File: src/hw/rtl/assert_macros.svh
// Assertion macros for the RTL files of the motor ramp controller.
// No dependencies; included by files that carry concurrent assertions.
`ifndef ASSERT_MACROS_SVH
`define ASSERT_MACROS_SVH
`ifndef SYNTH
// Check prop on every rising clk edge, skipped while rst_n is low.
`define MSRC_ASSERT(lbl, clk, rst_n, prop) \
    lbl: assert property (@(posedge clk) disable iff (!rst_n) prop) \
        else $error("msrc assertion failed");
// Check prop on every rising clk edge, reset cycles included.
`define MSRC_ASSERT_ALWAYS(lbl, clk, prop) \
    lbl: assert property (@(posedge clk) prop) \
        else $error("msrc assertion failed");
`else
`define MSRC_ASSERT(lbl, clk, rst_n, prop)
`define MSRC_ASSERT_ALWAYS(lbl, clk, prop)
`endif
`endif

File: src/hw/rtl/msrc_pkg.sv
// Types and constants for the motor speed ramp controller.
// No dependencies; imported by msrc_div and the top level.
`timescale 1ns / 1ps
package msrc_pkg;

    // Field widths
    localparam int SPEED_W    = 7;
    localparam int DUTY_W     = 8;
    localparam int DIR_W      = 2;
    localparam int RAMP_W     = 16;
    localparam int DELAY_W    = 10;
    localparam int STEP_W     = 7;
    localparam int CMD_W      = 3;
    localparam int CFG_IDX_W  = 2;
    localparam int CFG_DATA_W = 10;

    // Divider: 7 bit speed delta times 16 bit elapsed time over 16 bit length
    localparam int DIV_NUM_W = SPEED_W + RAMP_W;
    localparam int DIV_DEN_W = RAMP_W;

    // Duty scaling: speed * 255 / 100 as speed * 2.55 in Q2.16 fixed point,
    // exact after truncation for speeds 0..100
    localparam int                       DUTY_RECIP_W = 18;
    localparam int                       DUTY_PROD_W  = SPEED_W + DUTY_RECIP_W;
    localparam int                       DUTY_SHIFT   = 16;
    localparam logic [DUTY_RECIP_W-1:0]  DUTY_RECIP   = 18'd167117;

    localparam logic [SPEED_W-1:0] SPEED_MAX = 7'd100;
    localparam logic [DELAY_W-1:0] DELAY_RST = 10'd20;
    localparam logic [STEP_W-1:0]  STEP_RST  = 7'd1;

    // Direction codes
    localparam logic [DIR_W-1:0] DIR_STOP  = 2'd0;
    localparam logic [DIR_W-1:0] DIR_LEFT  = 2'd1;
    localparam logic [DIR_W-1:0] DIR_RIGHT = 2'd2;

    // Configuration register indexes
    localparam logic [CFG_IDX_W-1:0] CFG_SMOOTH_DELAY = 2'd0;
    localparam logic [CFG_IDX_W-1:0] CFG_SMOOTH_STEP  = 2'd1;

    // Command codes
    localparam logic [CMD_W-1:0] CMD_TICK  = 3'd0;
    localparam logic [CMD_W-1:0] CMD_ON    = 3'd1;
    localparam logic [CMD_W-1:0] CMD_OFF   = 3'd2;
    localparam logic [CMD_W-1:0] CMD_SPEED = 3'd3;
    localparam logic [CMD_W-1:0] CMD_DIR   = 3'd4;

    typedef enum logic [3:0] {
        ST_IDLE,
        ST_EXEC,
        ST_RAMP_MUL,
        ST_RAMP_GO,
        ST_RAMP_WAIT,
        ST_CHK,
        ST_DUTY_GO,
        ST_FIN
    } t_state;

    typedef struct packed {
        logic                 start;
        logic [DIV_NUM_W-1:0] num;
        logic [DIV_DEN_W-1:0] den;
    } t_div_req;

    typedef struct packed {
        logic                 busy;
        logic                 done;
        logic [DIV_NUM_W-1:0] quot;
    } t_div_rsp;

endpackage

File: src/hw/rtl/msrc_div.sv
// Restoring serial divider, one quotient bit per cycle, used for the timed ramp point.
// Depends on msrc_pkg (widths and request/response structs).
`timescale 1ns / 1ps
module msrc_div (
    input  logic               i_clk,
    input  logic               i_rst_n,
    input  msrc_pkg::t_div_req i_req,
    output msrc_pkg::t_div_rsp o_rsp
);
    import msrc_pkg::*;

    localparam int CNT_W = $clog2(DIV_NUM_W);

    logic                 r_busy, n_busy;
    logic                 r_done, n_done;
    logic [CNT_W-1:0]     r_cnt, n_cnt;
    logic [DIV_NUM_W-1:0] r_quo, n_quo;
    logic [DIV_DEN_W-1:0] r_rem, n_rem;
    logic [DIV_DEN_W-1:0] r_den, n_den;
    logic [DIV_DEN_W:0]   rem_sh;
    logic                 ge;

    always_comb begin
        rem_sh = {r_rem, r_quo[DIV_NUM_W-1]};
        ge     = (rem_sh >= {1'b0, r_den});
        n_busy = r_busy;
        n_done = 1'b0;
        n_cnt  = r_cnt;
        n_quo  = r_quo;
        n_rem  = r_rem;
        n_den  = r_den;
        if (i_req.start) begin
            n_busy = 1'b1;
            n_cnt  = CNT_W'(DIV_NUM_W - 1);
            n_quo  = i_req.num;
            n_rem  = '0;
            n_den  = i_req.den;
        end else if (r_busy) begin
            n_quo = {r_quo[DIV_NUM_W-2:0], ge};
            n_rem = ge ? DIV_DEN_W'(rem_sh - {1'b0, r_den}) : rem_sh[DIV_DEN_W-1:0];
            n_cnt = r_cnt - CNT_W'(1);
            if (r_cnt == '0) begin
                n_busy = 1'b0;
                n_done = 1'b1;
            end
        end
    end

    always_ff @(posedge i_clk) begin
        if (!i_rst_n) begin
            r_busy <= 1'b0;
            r_done <= 1'b0;
            r_cnt  <= '0;
        end else begin
            r_busy <= n_busy;
            r_done <= n_done;
            r_cnt  <= n_cnt;
        end
    end

    always_ff @(posedge i_clk) begin
        r_quo <= n_quo;
        r_rem <= n_rem;
        r_den <= n_den;
    end

    assign o_rsp.busy = r_busy;
    assign o_rsp.done = r_done;
    assign o_rsp.quot = r_quo;

endmodule

File: src/hw/rtl/motor_speed_ramp_controller_core.sv
// Top level of the motor speed ramp controller: command sequencer and channel state.
// Depends on msrc_pkg, msrc_div and assert_macros.svh.
//
//  channel | handshake                    | payload
//  --------+------------------------------+---------------------------------------------
//  in      | i_in_valid / o_in_ready      | i_cmd, i_speed, i_speed_valid, i_dir, i_ramp_ms
//  out     | o_out_valid / i_out_ready    | o_accepted, o_left_duty, o_right_duty,
//          |                              | o_drive_enable, o_speed_now, o_speed_goal,
//          |                              | o_reversing, o_ramping
//  cfg     | i_cfg_we (no wait)           | i_cfg_idx, i_cfg_wdata
//
// An accepted request passes ST_EXEC, ST_DUTY_GO and ST_FIN; a tick that reaches an
// update time adds ST_CHK, and a tick that advances a timed ramp also passes ST_RAMP_MUL,
// ST_RAMP_GO and ST_RAMP_WAIT, where the serial divider sets the long case.
// One request is in flight at a time; o_in_ready is high only while the sequencer idles,
// and a request is taken even while the previous result still waits on the output.
// A stalled output holds the sequencer in its final state until the result is taken.
// Reset is synchronous and active low, and needs no clearing pass.
`timescale 1ns / 1ps
`include "assert_macros.svh"
module motor_speed_ramp_controller_core #(
    parameter int TIME_BITS = 16
) (
    input  logic                           i_clk,
    input  logic                           i_rst_n,
    // request channel
    input  logic                           i_in_valid,
    output logic                           o_in_ready,
    input  logic [msrc_pkg::CMD_W-1:0]     i_cmd,
    input  logic [msrc_pkg::SPEED_W-1:0]   i_speed,
    input  logic                           i_speed_valid,
    input  logic [msrc_pkg::DIR_W-1:0]     i_dir,
    input  logic [msrc_pkg::RAMP_W-1:0]    i_ramp_ms,
    // result channel
    output logic                           o_out_valid,
    input  logic                           i_out_ready,
    output logic                           o_accepted,
    output logic [msrc_pkg::DUTY_W-1:0]    o_left_duty,
    output logic [msrc_pkg::DUTY_W-1:0]    o_right_duty,
    output logic                           o_drive_enable,
    output logic [msrc_pkg::SPEED_W-1:0]   o_speed_now,
    output logic [msrc_pkg::SPEED_W-1:0]   o_speed_goal,
    output logic                           o_reversing,
    output logic                           o_ramping,
    // configuration write port
    input  logic                           i_cfg_we,
    input  logic [msrc_pkg::CFG_IDX_W-1:0] i_cfg_idx,
    input  logic [msrc_pkg::CFG_DATA_W-1:0] i_cfg_wdata
);
    import msrc_pkg::*;

    localparam int CMP_W = (TIME_BITS > DELAY_W) ? TIME_BITS : DELAY_W;

    t_state r_state, n_state;

    // captured request
    logic [CMD_W-1:0]   r_cmd;
    logic [SPEED_W-1:0] r_spd;
    logic               r_spd_ok;
    logic [DIR_W-1:0]   r_dir_in;
    logic [RAMP_W-1:0]  r_ramp_in;

    // configuration
    logic [DELAY_W-1:0] r_delay, n_delay;
    logic [STEP_W-1:0]  r_step, n_step;

    // channel state
    logic                 r_en, n_en;
    logic [DIR_W-1:0]     r_dir_now, n_dir_now;
    logic [DIR_W-1:0]     r_dir_next, n_dir_next;
    logic [SPEED_W-1:0]   r_cur, n_cur;
    logic [SPEED_W-1:0]   r_tgt, n_tgt;
    logic [SPEED_W-1:0]   r_cmd_spd, n_cmd_spd;
    logic [SPEED_W-1:0]   r_resume, n_resume;
    logic                 r_rev, n_rev;
    logic                 r_ramp_on, n_ramp_on;
    logic [SPEED_W-1:0]   r_start, n_start;
    logic [RAMP_W-1:0]    r_len, n_len;
    logic [RAMP_W-1:0]    r_elapsed, n_elapsed;
    logic [TIME_BITS-1:0] r_ticks, n_ticks;
    logic                 r_acc, n_acc;

    // datapath scratch
    logic [DIV_NUM_W-1:0] r_prod, n_prod;
    logic                 r_neg, n_neg;
    logic [DUTY_W-1:0]    r_duty, n_duty;

    // result register
    logic               r_out_valid, n_out_valid;
    logic               r_o_acc;
    logic [DUTY_W-1:0]  r_o_left, r_o_right;
    logic               r_o_en;
    logic [SPEED_W-1:0] r_o_cur, r_o_tgt;
    logic               r_o_rev, r_o_ramp;
    logic               load_out;

    t_div_req div_req;
    t_div_rsp div_rsp;

    // tick scratch
    logic [TIME_BITS-1:0]   t1;
    logic [RAMP_W-1:0]      e1;
    logic                   due;
    logic                   rev2, ramp2;
    logic [SPEED_W-1:0]     tgt2;
    logic [SPEED_W:0]       up8, dn8;
    logic [SPEED_W-1:0]     mag, q7, clamp;
    logic [DUTY_PROD_W-1:0] duty_prod;
    logic                   dir_ok;

    msrc_div u_div (
        .i_clk   (i_clk),
        .i_rst_n (i_rst_n),
        .i_req   (div_req),
        .o_rsp   (div_rsp)
    );

    assign o_in_ready = (r_state == ST_IDLE);

    // Configuration decode
    always_comb begin
        n_delay = r_delay;
        n_step  = r_step;
        if (i_cfg_we) begin
            unique case (i_cfg_idx)
                CFG_SMOOTH_DELAY: n_delay = i_cfg_wdata[DELAY_W-1:0];
                CFG_SMOOTH_STEP:  n_step  = i_cfg_wdata[STEP_W-1:0];
                default: ;
            endcase
        end
    end

    // Divider request: ramp point, |delta| * elapsed over the ramp length
    always_comb begin
        div_req.start = (r_state == ST_RAMP_GO);
        div_req.num   = r_prod;
        div_req.den   = r_len;
    end

    // Sequencer: next state and channel state updates
    always_comb begin
        n_state    = r_state;
        n_en       = r_en;
        n_dir_now  = r_dir_now;
        n_dir_next = r_dir_next;
        n_cur      = r_cur;
        n_tgt      = r_tgt;
        n_cmd_spd  = r_cmd_spd;
        n_resume   = r_resume;
        n_rev      = r_rev;
        n_ramp_on  = r_ramp_on;
        n_start    = r_start;
        n_len      = r_len;
        n_elapsed  = r_elapsed;
        n_ticks    = r_ticks;
        n_acc      = r_acc;
        n_prod     = r_prod;
        n_neg      = r_neg;
        n_duty     = r_duty;
        load_out   = 1'b0;

        t1    = (r_ticks == '1) ? r_ticks : r_ticks + TIME_BITS'(1);
        e1    = (r_elapsed == '1) ? r_elapsed : r_elapsed + RAMP_W'(1);
        due   = (CMP_W'(t1) >= CMP_W'(r_delay)) || (t1 == '1);
        rev2  = r_rev;
        ramp2 = r_ramp_on;
        tgt2  = r_tgt;
        up8   = '0;
        dn8   = '0;
        mag   = (r_tgt < r_start) ? r_start - r_tgt : r_tgt - r_start;
        q7    = div_rsp.quot[SPEED_W-1:0];
        dir_ok = (r_dir_in == DIR_LEFT) || (r_dir_in == DIR_RIGHT);
        // speed * 255 / 100 by reciprocal multiply
        clamp     = (r_cur > SPEED_MAX) ? SPEED_MAX : r_cur;
        duty_prod = DUTY_PROD_W'(clamp) * DUTY_PROD_W'(DUTY_RECIP);

        unique case (r_state)
            ST_IDLE: begin
                if (i_in_valid) n_state = ST_EXEC;
            end

            ST_EXEC: begin
                n_state = ST_DUTY_GO;
                n_acc   = 1'b0;
                case (r_cmd)
                    CMD_TICK: begin
                        n_acc     = 1'b1;
                        n_ticks   = t1;
                        n_elapsed = e1;
                        if (due) begin
                            n_state = ST_CHK;
                            // reversal: run down to zero, then flip and resume
                            if (r_rev) begin
                                if (r_cur == '0) begin
                                    n_dir_now = r_dir_next;
                                    tgt2      = r_resume;
                                    rev2      = 1'b0;
                                end else begin
                                    tgt2  = '0;
                                    ramp2 = 1'b0;
                                end
                            end
                            n_tgt     = tgt2;
                            n_rev     = rev2;
                            n_ramp_on = ramp2;
                            if (ramp2 && !rev2) begin
                                n_ticks = '0;
                                if (e1 >= r_len) begin
                                    n_cur     = tgt2;
                                    n_ramp_on = 1'b0;
                                end else begin
                                    n_state = ST_RAMP_MUL;
                                end
                            end else if (r_cur != tgt2) begin
                                n_ticks = '0;
                                if (r_cur < tgt2) begin
                                    up8   = {1'b0, r_cur} + {1'b0, r_step};
                                    n_cur = (up8 < {1'b0, tgt2}) ? up8[SPEED_W-1:0] : tgt2;
                                end else begin
                                    dn8   = {1'b0, tgt2} + {1'b0, r_step};
                                    n_cur = ({1'b0, r_cur} > dn8) ? r_cur - r_step : tgt2;
                                end
                            end
                        end
                    end
                    CMD_ON: begin
                        if (r_spd_ok && (r_spd != '0) && dir_ok) begin
                            n_acc     = 1'b1;
                            n_en      = 1'b1;
                            n_cmd_spd = r_spd;
                            if ((r_cur != '0) && (r_dir_now != r_dir_in)) begin
                                n_rev      = 1'b1;
                                n_dir_next = r_dir_in;
                                n_resume   = r_spd;
                                n_tgt      = '0;
                                n_ramp_on  = 1'b0;
                            end else begin
                                n_dir_now = r_dir_in;
                                n_rev     = 1'b0;
                                n_tgt     = r_spd;
                                n_ramp_on = (r_ramp_in != '0);
                                if (r_ramp_in != '0) begin
                                    n_len     = r_ramp_in;
                                    n_elapsed = '0;
                                    n_start   = r_cur;
                                end
                            end
                        end
                    end
                    CMD_OFF: begin
                        n_acc = 1'b1;
                        if (r_en) begin
                            n_tgt      = '0;
                            n_cmd_spd  = '0;
                            n_ramp_on  = 1'b0;
                            n_rev      = 1'b0;
                            n_resume   = '0;
                            n_dir_next = DIR_STOP;
                        end
                    end
                    CMD_SPEED: begin
                        if (r_en && r_spd_ok) begin
                            n_acc     = 1'b1;
                            n_cmd_spd = r_spd;
                            n_tgt     = r_spd;
                            n_ramp_on = 1'b0;
                            if (r_spd == '0) begin
                                n_rev      = 1'b0;
                                n_resume   = '0;
                                n_dir_next = DIR_STOP;
                            end
                        end
                    end
                    CMD_DIR: begin
                        if (r_en && dir_ok) begin
                            n_acc = 1'b1;
                            if (r_dir_now != r_dir_in) begin
                                if (r_cur != '0) begin
                                    n_resume   = r_cmd_spd;
                                    n_dir_next = r_dir_in;
                                    n_rev      = 1'b1;
                                    n_tgt      = '0;
                                    n_ramp_on  = 1'b0;
                                end else begin
                                    n_dir_now = r_dir_in;
                                end
                            end
                        end
                    end
                    default: ;
                endcase
            end

            ST_RAMP_MUL: begin
                // |target - start| * elapsed; sign applied after the divide
                n_neg   = (r_tgt < r_start);
                n_prod  = DIV_NUM_W'(mag) * DIV_NUM_W'(r_elapsed);
                n_state = ST_RAMP_GO;
            end

            ST_RAMP_GO: n_state = ST_RAMP_WAIT;

            ST_RAMP_WAIT: begin
                if (div_rsp.done) begin
                    n_cur   = r_neg ? r_start - q7 : r_start + q7;
                    n_state = ST_CHK;
                end
            end

            ST_CHK: begin
                // controlled stop complete: drop the enable
                if (r_en && (r_cur == '0) && (r_tgt == '0) && (r_cmd_spd == '0)
                        && !r_rev && !r_ramp_on) begin
                    n_en       = 1'b0;
                    n_dir_now  = DIR_STOP;
                    n_dir_next = DIR_STOP;
                    n_resume   = '0;
                    n_ticks    = '0;
                end
                n_state = ST_DUTY_GO;
            end

            ST_DUTY_GO: begin
                // latch the duty of the final speed
                n_duty  = duty_prod[DUTY_SHIFT +: DUTY_W];
                n_state = ST_FIN;
            end

            ST_FIN: begin
                // hold until the result register is free
                if (!r_out_valid || i_out_ready) begin
                    load_out = 1'b1;
                    n_state  = ST_IDLE;
                end
            end

            default: n_state = ST_IDLE;
        endcase

        if (load_out) begin
            n_out_valid = 1'b1;
        end else if (i_out_ready) begin
            n_out_valid = 1'b0;
        end else begin
            n_out_valid = r_out_valid;
        end
    end

    always_ff @(posedge i_clk) begin
        if (!i_rst_n) begin
            r_state     <= ST_IDLE;
            r_delay     <= DELAY_RST;
            r_step      <= STEP_RST;
            r_en        <= 1'b0;
            r_dir_now   <= DIR_STOP;
            r_dir_next  <= DIR_STOP;
            r_cur       <= '0;
            r_tgt       <= '0;
            r_cmd_spd   <= '0;
            r_resume    <= '0;
            r_rev       <= 1'b0;
            r_ramp_on   <= 1'b0;
            r_start     <= '0;
            r_len       <= '0;
            r_elapsed   <= '0;
            r_ticks     <= '1;
            r_acc       <= 1'b0;
            r_out_valid <= 1'b0;
        end else begin
            r_state     <= n_state;
            r_delay     <= n_delay;
            r_step      <= n_step;
            r_en        <= n_en;
            r_dir_now   <= n_dir_now;
            r_dir_next  <= n_dir_next;
            r_cur       <= n_cur;
            r_tgt       <= n_tgt;
            r_cmd_spd   <= n_cmd_spd;
            r_resume    <= n_resume;
            r_rev       <= n_rev;
            r_ramp_on   <= n_ramp_on;
            r_start     <= n_start;
            r_len       <= n_len;
            r_elapsed   <= n_elapsed;
            r_ticks     <= n_ticks;
            r_acc       <= n_acc;
            r_out_valid <= n_out_valid;
        end
    end

    // Payload registers: capture the request, scratch, and the result
    always_ff @(posedge i_clk) begin
        if (i_in_valid && o_in_ready) begin
            r_cmd     <= i_cmd;
            r_spd     <= (i_speed > SPEED_MAX) ? SPEED_MAX : i_speed;
            r_spd_ok  <= i_speed_valid;
            r_dir_in  <= i_dir;
            r_ramp_in <= i_ramp_ms;
        end
        r_prod <= n_prod;
        r_neg  <= n_neg;
        r_duty <= n_duty;
        if (load_out) begin
            r_o_acc   <= r_acc;
            r_o_left  <= ((r_cur != '0) && (r_dir_now == DIR_LEFT)) ? r_duty : '0;
            r_o_right <= ((r_cur != '0) && (r_dir_now == DIR_RIGHT)) ? r_duty : '0;
            r_o_en    <= r_en;
            r_o_cur   <= r_cur;
            r_o_tgt   <= r_tgt;
            r_o_rev   <= r_rev;
            r_o_ramp  <= r_ramp_on;
        end
    end

    assign o_out_valid    = r_out_valid;
    assign o_accepted     = r_o_acc;
    assign o_left_duty    = r_o_left;
    assign o_right_duty   = r_o_right;
    assign o_drive_enable = r_o_en;
    assign o_speed_now    = r_o_cur;
    assign o_speed_goal   = r_o_tgt;
    assign o_reversing    = r_o_rev;
    assign o_ramping      = r_o_ramp;

    // A taken request blocks further requests on the next cycle
    `MSRC_ASSERT(a_busy_after_req, i_clk, i_rst_n, (i_in_valid && o_in_ready) |=> !o_in_ready)
    // The divider is never restarted mid-division
    `MSRC_ASSERT(a_div_no_overlap, i_clk, i_rst_n, div_req.start |-> !div_rsp.busy)
    // Only one side of the bridge is ever driven
    `MSRC_ASSERT(a_one_side, i_clk, i_rst_n, o_out_valid |-> ((o_left_duty == '0) || (o_right_duty == '0)))
    // A reversal cancels any timed ramp
    `MSRC_ASSERT(a_rev_no_ramp, i_clk, i_rst_n, o_out_valid |-> !(o_reversing && o_ramping))
    // Reset drops any pending result
    `MSRC_ASSERT_ALWAYS(a_reset_clears, i_clk, !i_rst_n |=> !o_out_valid)

endmodule
File: config.mk
export PLATFORM = sky130hd
export DESIGN_NAME = motor_speed_ramp_controller_core
export DESIGN_NICKNAME = d
export VERILOG_FILES = /design/src/hw/rtl/msrc_pkg.sv /design/src/hw/rtl/msrc_div.sv /design/src/hw/rtl/motor_speed_ramp_controller_core.sv
export VERILOG_INCLUDE_DIRS = /design/src /design/src/hw/rtl
export SDC_FILE = /design/constraint.sdc
export NUM_CORES = 1
export LEC_CHECK = 0
export ABC_AREA = 1
export BUFFER_PORTS_ARGS = -buffer_cell sky130_fd_sc_hd__buf_2
export CAP_MARGIN = 10
export CORE_ASPECT_RATIO = 0.6
export CORE_MARGIN = 3
export CORE_UTILIZATION = 40
export CTS_BUF_LIST = sky130_fd_sc_hd__clkbuf_16
export DETAILED_ROUTE_END_ITERATION = 10
export PLACE_DENSITY = 0.58
export SKIP_LAST_GASP = 1
export SLEW_MARGIN = 30
export SYNTH_ARGS = -nofsm -noshare
export SYNTH_HDL_FRONTEND = slang
export SYNTH_SLANG_ARGS = --single-unit
File: constraint.sdc
create_clock -name i_clk -period 5.8 [get_ports i_clk]
set_input_delay 0.29 -clock i_clk [delete_from_list [all_inputs] [get_ports i_clk]]
set_output_delay 0.29 -clock i_clk [all_outputs]
set_load 0.05 [all_outputs]
==> reports/results.tsv, run 1 <==
stage	metric	value	unit
detailed_routing	viasPerCell	5.22	
worst_setup_path	worst_ep_required_time	6140	ps
logic_synthesis	syn-cell-area	20000	sq um
detailed_routing	top_layer_used	met4	
cells_and_area	area_delta_synth_final	17.3	%
detailed_routing	wirelength	57.8	mm
power	ir_worst_vdd	0.269	mV
detailed_routing	dr.pass1.iters	6	
detailed_routing	drc	0	
detailed_routing	first_iter_violations	1741	
sta	rsz0062_at_grt	true	
logic_synthesis	ys_seq_area_frac	0.337	
worst_setup_path	slowest_stage	fa_1	
placed_design	dp_hpwl	44.6	mm
worst_setup_path	crit_path_max_incr_delay	550	ps
placed_design	io_buffer_count	81	
placed_design	placedCellCount	3218	
logic_synthesis	synthAdderAreaFrac	0.218	
sta	clock_skew	17.9	ps
power	powerDensity	461	nW/um^2
worst_setup_path	cpLargestDelayFamily	adder cells	
sta	holdWs	21.4	ps
worst_hold_path	hp-class	in2reg	
die	initial_core_util	0.411	
worst_setup_path	cp_max_fo	6	
worst_setup_path	reg2reg_depth	30	
die	die_area	52700	sq um
logic_synthesis	synth-seq-cells	269	
worst_setup_path	cp.buffers_inverters	7	
die	die_y	179	um
die	core_area	48600	sq um
logic_synthesis	yosysMostFrequentCell	nand2_1	
grt	grt_start_max_net_pins	74	
detailed_routing	vias	17292	
sta	tightest_slew	988	ps
logic_synthesis	syn_nets	2810	
grt	grt_pass1_vias	16103	
cells_and_area	stdcell_area	23400	sq um
cells_and_area	n_fill_cell	4679	
status	status	complete, no violations	
worst_setup_path	crit_path_start_kind	flip-flop	
clock_tree	cts_inserted_buffers	29	
placed_design	place_congestion	0.947	
logic_synthesis	synth-compound-area-share	0.125	
logic_synthesis	syn_area_per_cell	8.09	sq um
clock_tree	clock-root-buffer	clkbuf_16	
sta	slew_violations	0	
worst_setup_path	arrival	6090	ps
clock_tree	cts_tree	built	
grt	grt_remaining_overflow	0	
worst_setup_path	crit-reg2reg-capture	r_prod[18]	
grt	antenna_found_initial	0	
detailed_routing	antenna_left	0	
logic_synthesis	synth_cell_type_count	62	
cells_and_area	stdcell_count	3311	
worst_hold_path	hold_start	i_cfg_wdata[1]	
detailed_routing	wl_met3	4.78	mm
logic_synthesis	synth-simple-area-share	0.194	
worst_setup_path	r2r_slack	60	ps
sta	setup_ws	55.5	ps
sta	hold_violations	0	
logic_synthesis	synth_edf_count	134	
power	leakage	11.2	nW
cells_and_area	drive_above_1_share	0.136	
logic_synthesis	yosysWarnings	0	
logic_synthesis	synth_area_leader_cell	edfxtp_1	
sta	finalCriticalPeriod	5740	ps
logic_synthesis	synthMuxAreaShare	0	
worst_hold_path	worstHoldEndpoint	r_step[1]	
logic_synthesis	synthArstFlopShare	0	
clock_tree	insertion_delay	590	ps
detailed_routing	dr_wl_met2	21.5	mm
die	rows	62	
worst_setup_path	timing.rr.start	r_tgt[1]	
sta	max_freq	0.174	GHz
detailed_routing	wl_met1	30.6	mm
sta	slew_headroom	0.340	
logic_synthesis	synth_xor_area_frac	0.0402	
placed_design	dpl_cell_area	21800	sq um
clock_tree	cts.sinks	269	
placed_design	post-place-ws	-120	ps
run	max_cap_violations	0	
logic_synthesis	synth-main-ff-cell	dfxtp_1	
grt	grt_pass1_wl	90.8	mm
clock_tree	cts_max_level	1	
sta	fin_crit_sh	0.990	
die	io_pins	82	
logic_synthesis	synth_commonest_cells	496 x nand2_1, 355 x inv_1, 224 x nor2_1, 207 x ha_1, 204 x a21oi_1	
logic_synthesis	synth_top_area_frac	0.201	
grt	grt_use_total	0.218	
logic_synthesis	syn_inst	2469	
clock_tree	path_clk_slew	80	ps
sta	setup_viol	0	
worst_setup_path	worst_setup_path_end_kind	flip-flop	
logic_synthesis	synth_top_family_by_area	adder cells	
clock_tree	clock_path_buffers	3	
cells_and_area	num-nets-final	2988	
detailed_routing	routedWlPerCell	17.5	um
die	die_x	294	um
worst_hold_path	hold_depth	3	
worst_setup_path	worstSetupPathType	reg2reg	
logic_synthesis	synth_area_leaders	edfxtp_1 20%, dfxtp_1 14%, ha_1 13%	
==> what timing repair did <==
action | in CTS | in global routing
gates cloned | 1 | 0
resized for setup | 13 | 43
endpoints found under the setup margin | 6 | 10
setup buffers | 1 | 4
pin swaps | 10 | 18
hold buffers | 32 | 0
hold endpoints to repair | 33 | 0
==> final cells by class <==
cell class,count,area [sq um],area share
Multi-Input combinational cell,1749,11900,0.510
Sequential cell,269,6740,0.288
Inverter,391,1470,0.0628
Timing Repair Buffer,207,1440,0.0616
Tap cell,640,801,0.0342
Clock buffer,29,726,0.0310
Clock inverter,25,295,0.0126
Antenna cell,1,2.50,0.000107
==> power breakdown <==
part / internal (mW) / switching [mW] / total [mW]
Sequential: 2.37 / 0.205 / 2.57
Combinational: 2.13 / 4.06 / 6.19
Clock: 1.19 / 0.850 / 2.04
==> state kept, by name, indices dropped and copies added, names as in the netlist, 10 cells and up <==
register     flops
r_elapsed       16
r_ticks         16
u_div.r_rem     16
u_div.r_den     16
r_prod          23
r_delay         10
r_ramp_in       16
r_len           16
u_div.r_quo     23
==> kinds of logic after synthesis <==
logic type / count (synthesis)
xor gates and xnor gates: 90
buffers and inverters: 451
adders and majority gates: 295
and+or+nand+nor: 923
DFF: 269
AOI/OAI and AO/OA: 441
==> worst reg2reg max path, delay by kind of cell (launching register included) <==
kind | cells | cell delay [ps]
xor+xnor | 2 | 350
flops | 1 | 350
simple gates | 7 | 550
fa+ha+maj | 6 | 2550
compound gates | 8 | 1090
buf+inv | 7 | 650
==> placed cells by master (no fill, tap or decap), drive strengths merged, types with 11 or more instances in the layout <==
cell type      n
nor2         228
xnor2         26
nor4          12
a31oi         16
clkbuf        29
fa            88
clkinv        11
nand4         29
nand2        501
o211ai        26
a211oi        15
dlygate4sd3   32
a21oi        206
xor2          64
nand3        112
inv          397
edfxtp       134
buf          175
o21ai        122
o22ai         14
dfxtp        135
ha           207
nor3          25
==> how the worst max path moves through the flow <==
stage / startpoint / endpoint / cells after the start
finish: r_tgt[1] / r_prod[18] / 30
global route: r_tgt[2] / r_prod[15] / 30
CTS: r_tgt[1] / r_prod[21] / 30
detailed placement: r_tgt[1] / r_prod[21] / 31
global placement: r_tgt[1] / r_prod[21] / 31
floorplan: r_tgt[2] / r_prod[20] / 33
==> layer usage <==
layer,up-vias,track usage
met5,-,0
met4,0,0.0357
met3,58,0.0400
met2,630,0.291
met1,8094,0.359
li1,8510,-
==> through the flow <==
stage	util	TNS, ps	power (mW)
3_3_place_gp	0.449	-30.4	8.42
6_report	0.482	0	10.8
5_1_grt	0.482	-1500	11.6
3_5_place_dp	0.449	-409	8.50
2_1_floorplan	-	-50.3	6.56
4_1_cts	0.478	0	10.7
(Power assumes the default switching activity.)
==> run 2, diff against run 1 <==
--- a/config.mk
+++ b/config.mk
@@ -9,12 +9,14 @@
 export ABC_AREA = 1
 export BUFFER_PORTS_ARGS = -buffer_cell sky130_fd_sc_hd__buf_2
 export CAP_MARGIN = 10
+export CELL_PAD_IN_SITES_DETAIL_PLACEMENT = 0
+export CELL_PAD_IN_SITES_GLOBAL_PLACEMENT = 1
 export CORE_ASPECT_RATIO = 0.6
 export CORE_MARGIN = 3
 export CORE_UTILIZATION = 40
 export CTS_BUF_LIST = sky130_fd_sc_hd__clkbuf_16
 export DETAILED_ROUTE_END_ITERATION = 10
-export PLACE_DENSITY = 0.58
+export PLACE_DENSITY = 0.73
 export SKIP_LAST_GASP = 1
 export SLEW_MARGIN = 30
 export SYNTH_ARGS = -nofsm -noshare
==> run 2 against run 1 <==
The flow now finishes with violations (setup timing). Combinational power up 6.1%. Global-route usage grew 0.93 points. Sequential power hardly changed. Clock power fell by 9.8%. Clock skew is 6.1 ps lower. Via count increased by 0.16%. Cell count up 0.30%. Register-to-register slack worse by 60 ps. Power is 1.9% higher. Sequential share of layout area shrank 0.14 points. Critical path type unchanged. Largest cell class unchanged. Highest routed layer is now met5.
==> reports/results.tsv, run 2 (synthesized netlist as in run 1, its figures left out) <==
stage	metric	value	unit
status	status	complete, but fails checks	
status	violations	setup timing	
grt	grt_pass1_vias	16200	
clock_tree	cts_tree	built	
detailed_routing	viasPerCell	5.21	
placed_design	io_buffer_count	81	
sta	clock_skew	11.8	ps
placed_design	placedCellCount	3211	
power	swShare	0.473	
power	ir_worst_vdd	0.284	mV
worst_setup_path	r2r_slack	-2	ps
worst_setup_path	arrival	6120	ps
cells_and_area	stdcell_count	3321	
worst_setup_path	worstSetupPathType	reg2reg	
sta	hold_violations	0	
sta	setup_ws	-1.59	ps
detailed_routing	antenna_left	0	
clock_tree	insertion_delay	570	ps
sta	finalCriticalPeriod	5800	ps
cells_and_area	area_delta_synth_final	17.8	%
worst_hold_path	hp-class	in2reg	
power	internal_power	5.79	mW
cells_and_area	final_cell_mix	477 x nand2_1, 342 x inv_1, 205 x nor2_1	
worst_setup_path	reg2reg_depth	30	
sta	rsz0062_at_grt	true	
die	die_area	52700	sq um
power	p_sw	5.21	mW
worst_setup_path	slowest_stage	fa_1	
placed_design	post-place-ws	-251	ps
power	p_clk_frac	0.168	
cells_and_area	final_common_cell	nand2_1	
power	powerDensity	468	nW/um^2
clock_tree	clock-root-buffer	clkbuf_16	
detailed_routing	routedWlPerCell	18.3	um
worst_hold_path	hold_start	i_cfg_wdata[7]	
die	core_area	48600	sq um
worst_hold_path	worstHoldEndpoint	r_delay[7]	
power	seq_power_share	0.235	
sta	setup_viol	1	
placed_design	dp_hpwl	47.5	mm
sta	slew_violations	0	
worst_setup_path	cp_max_fo	5	
clock_tree	cts.sinks	269	
worst_setup_path	worst_ep_required_time	6120	ps
grt	grt_pass1_wl	93.4	mm
sta	tightest_slew	931	ps
detailed_routing	wirelength	60.7	mm
cells_and_area	num-nets-final	2999	
die	io_pins	82	
die	die_x	294	um
clock_tree	cts_max_level	1	
power	leakage	11.2	nW
sta	slew_headroom	0.379	
grt	grt_remaining_overflow	0	
detailed_routing	dr.pass1.iters	6	
die	initial_core_util	0.411	
die	die_y	179	um
run	max_cap_violations	0	
detailed_routing	drc	0	
cells_and_area	drive_above_1_share	0.150	
worst_setup_path	crit-reg2reg-capture	r_prod[17]	
sta	fin_crit_sh	1.00	
detailed_routing	vias	17319	
detailed_routing	first_iter_violations	1528	
sta	max_freq	0.172	GHz
power	p_comb_frac	0.597	
grt	grt_start_max_net_pins	74	
die	rows	62	
worst_hold_path	hold_depth	3	
placed_design	place_congestion	0.923	
worst_setup_path	worst_setup_path_end_kind	flip-flop	
worst_setup_path	timing.rr.start	r_tgt[1]	
grt	grt_use_total	0.228	
clock_tree	path_clk_slew	70	ps
clock_tree	clock_path_buffers	3	
grt	antenna_found_initial	3	
clock_tree	cts_inserted_buffers	28	
worst_setup_path	crit_path_start_kind	flip-flop	
worst_setup_path	crit_path_max_incr_delay	570	ps
cells_and_area	reg_top3	r_prod: 23 flops, u_div.r_quo: 23 flops	
==> run 2: cell types whose count changed in the layout (fill, tap and decap cells not counted), sizes merged <==
| cell | change |
|---|---|
| inv | -5 |
| bufinv | -3 |
| clkbuf | -1 |
| clkinvlp | +3 |
| buf | +14 |
| clkinv | +4 |
| dlygate4sd3 | -2 |
==> run 2: how the worst max path moves through the flow <==
stage                     startpoint         end  slack (ps)
after floorplan             r_tgt[2]  r_prod[20]         -40
final                       r_tgt[1]  r_prod[17]          -2
after global placement      r_tgt[1]  r_prod[20]        -120
after detailed placement    r_tgt[1]  r_prod[20]        -250
after global routing        r_tgt[1]  r_prod[20]        -300
after CTS                   r_tgt[1]  r_prod[20]         -10
==> run 2: layout make-up <==
type                       instances  area (sq um)
fill                            4768         25000
multi-input combinational       1749         12000
sequential                       269          6730
timing repair buffer             219          1580
inverter                         391          1480
tap                              640           801
clock buffer                      28           701
clock inverter                    24           219
antenna                            1          2.50
==> run 2: worst max-delay path, delay by kind of cell (launching register included) <==
family / cells / cell delay [ps]
and+or+nand+nor: 6 / 500
AOI/OAI and AO/OA: 8 / 1150
DFF: 1 / 370
xor gates and xnor gates: 2 / 290
buffers and inverters: 8 / 660
adders and majority gates: 6 / 2560
==> run 2: power groups by stage <==
stage | logic, mW | registers (mW) | clock network, mW
detailed placement | 5.95 | 2.62 | 0
global route | 7.27 | 2.62 | 1.96
global placement | 5.89 | 2.62 | 0
floorplan | 3.98 | 2.58 | 0
finish | 6.57 | 2.59 | 1.84
CTS | 6.11 | 2.58 | 1.90
==> run 2: metrics by stage <==
stage / power (mW) / hold WS (ps) / utilization / cell area, sq um / TNS, ps
after global placement: 8.50 / 411 / 0.448 / 21800 / -300
final: 11.0 / 27.9 / 0.484 / 23500 / -1.59
after CTS: 10.6 / 1.74 / 0.477 / 23200 / -13.1
after floorplan: 6.56 / 389 / - / 20200 / -50.3
after detailed placement: 8.57 / 413 / 0.448 / 21800 / -962
after global routing: 11.8 / 52.4 / 0.484 / 23500 / -1970
==> run 2: routing by layer <==
| metal | up-vias | share of wire | global-route usage | wire (um) |
|---|---|---|---|---|
| li1 | 8539 | - | - | - |
| met1 | 8167 | 0.54 | 0.378 | 32700 |
| met2 | 551 | 0.36 | 0.295 | 22200 |
| met3 | 60 | 0.078 | 0.0436 | 4760 |
| met4 | 2 | 0.018 | 0.0426 | 1120 |
| met5 | - | 0.00021 | 0 | 13 |
==> run 2: what timing repair did <==
action,4_1_cts,5_1_grt
gates resized for setup,20,69
setup endpoints to repair,7,12
hold buffers,30,0
setup buffers,9,18
endpoints found under the hold margin,31,0
pin swaps,26,36
cloned,0,0
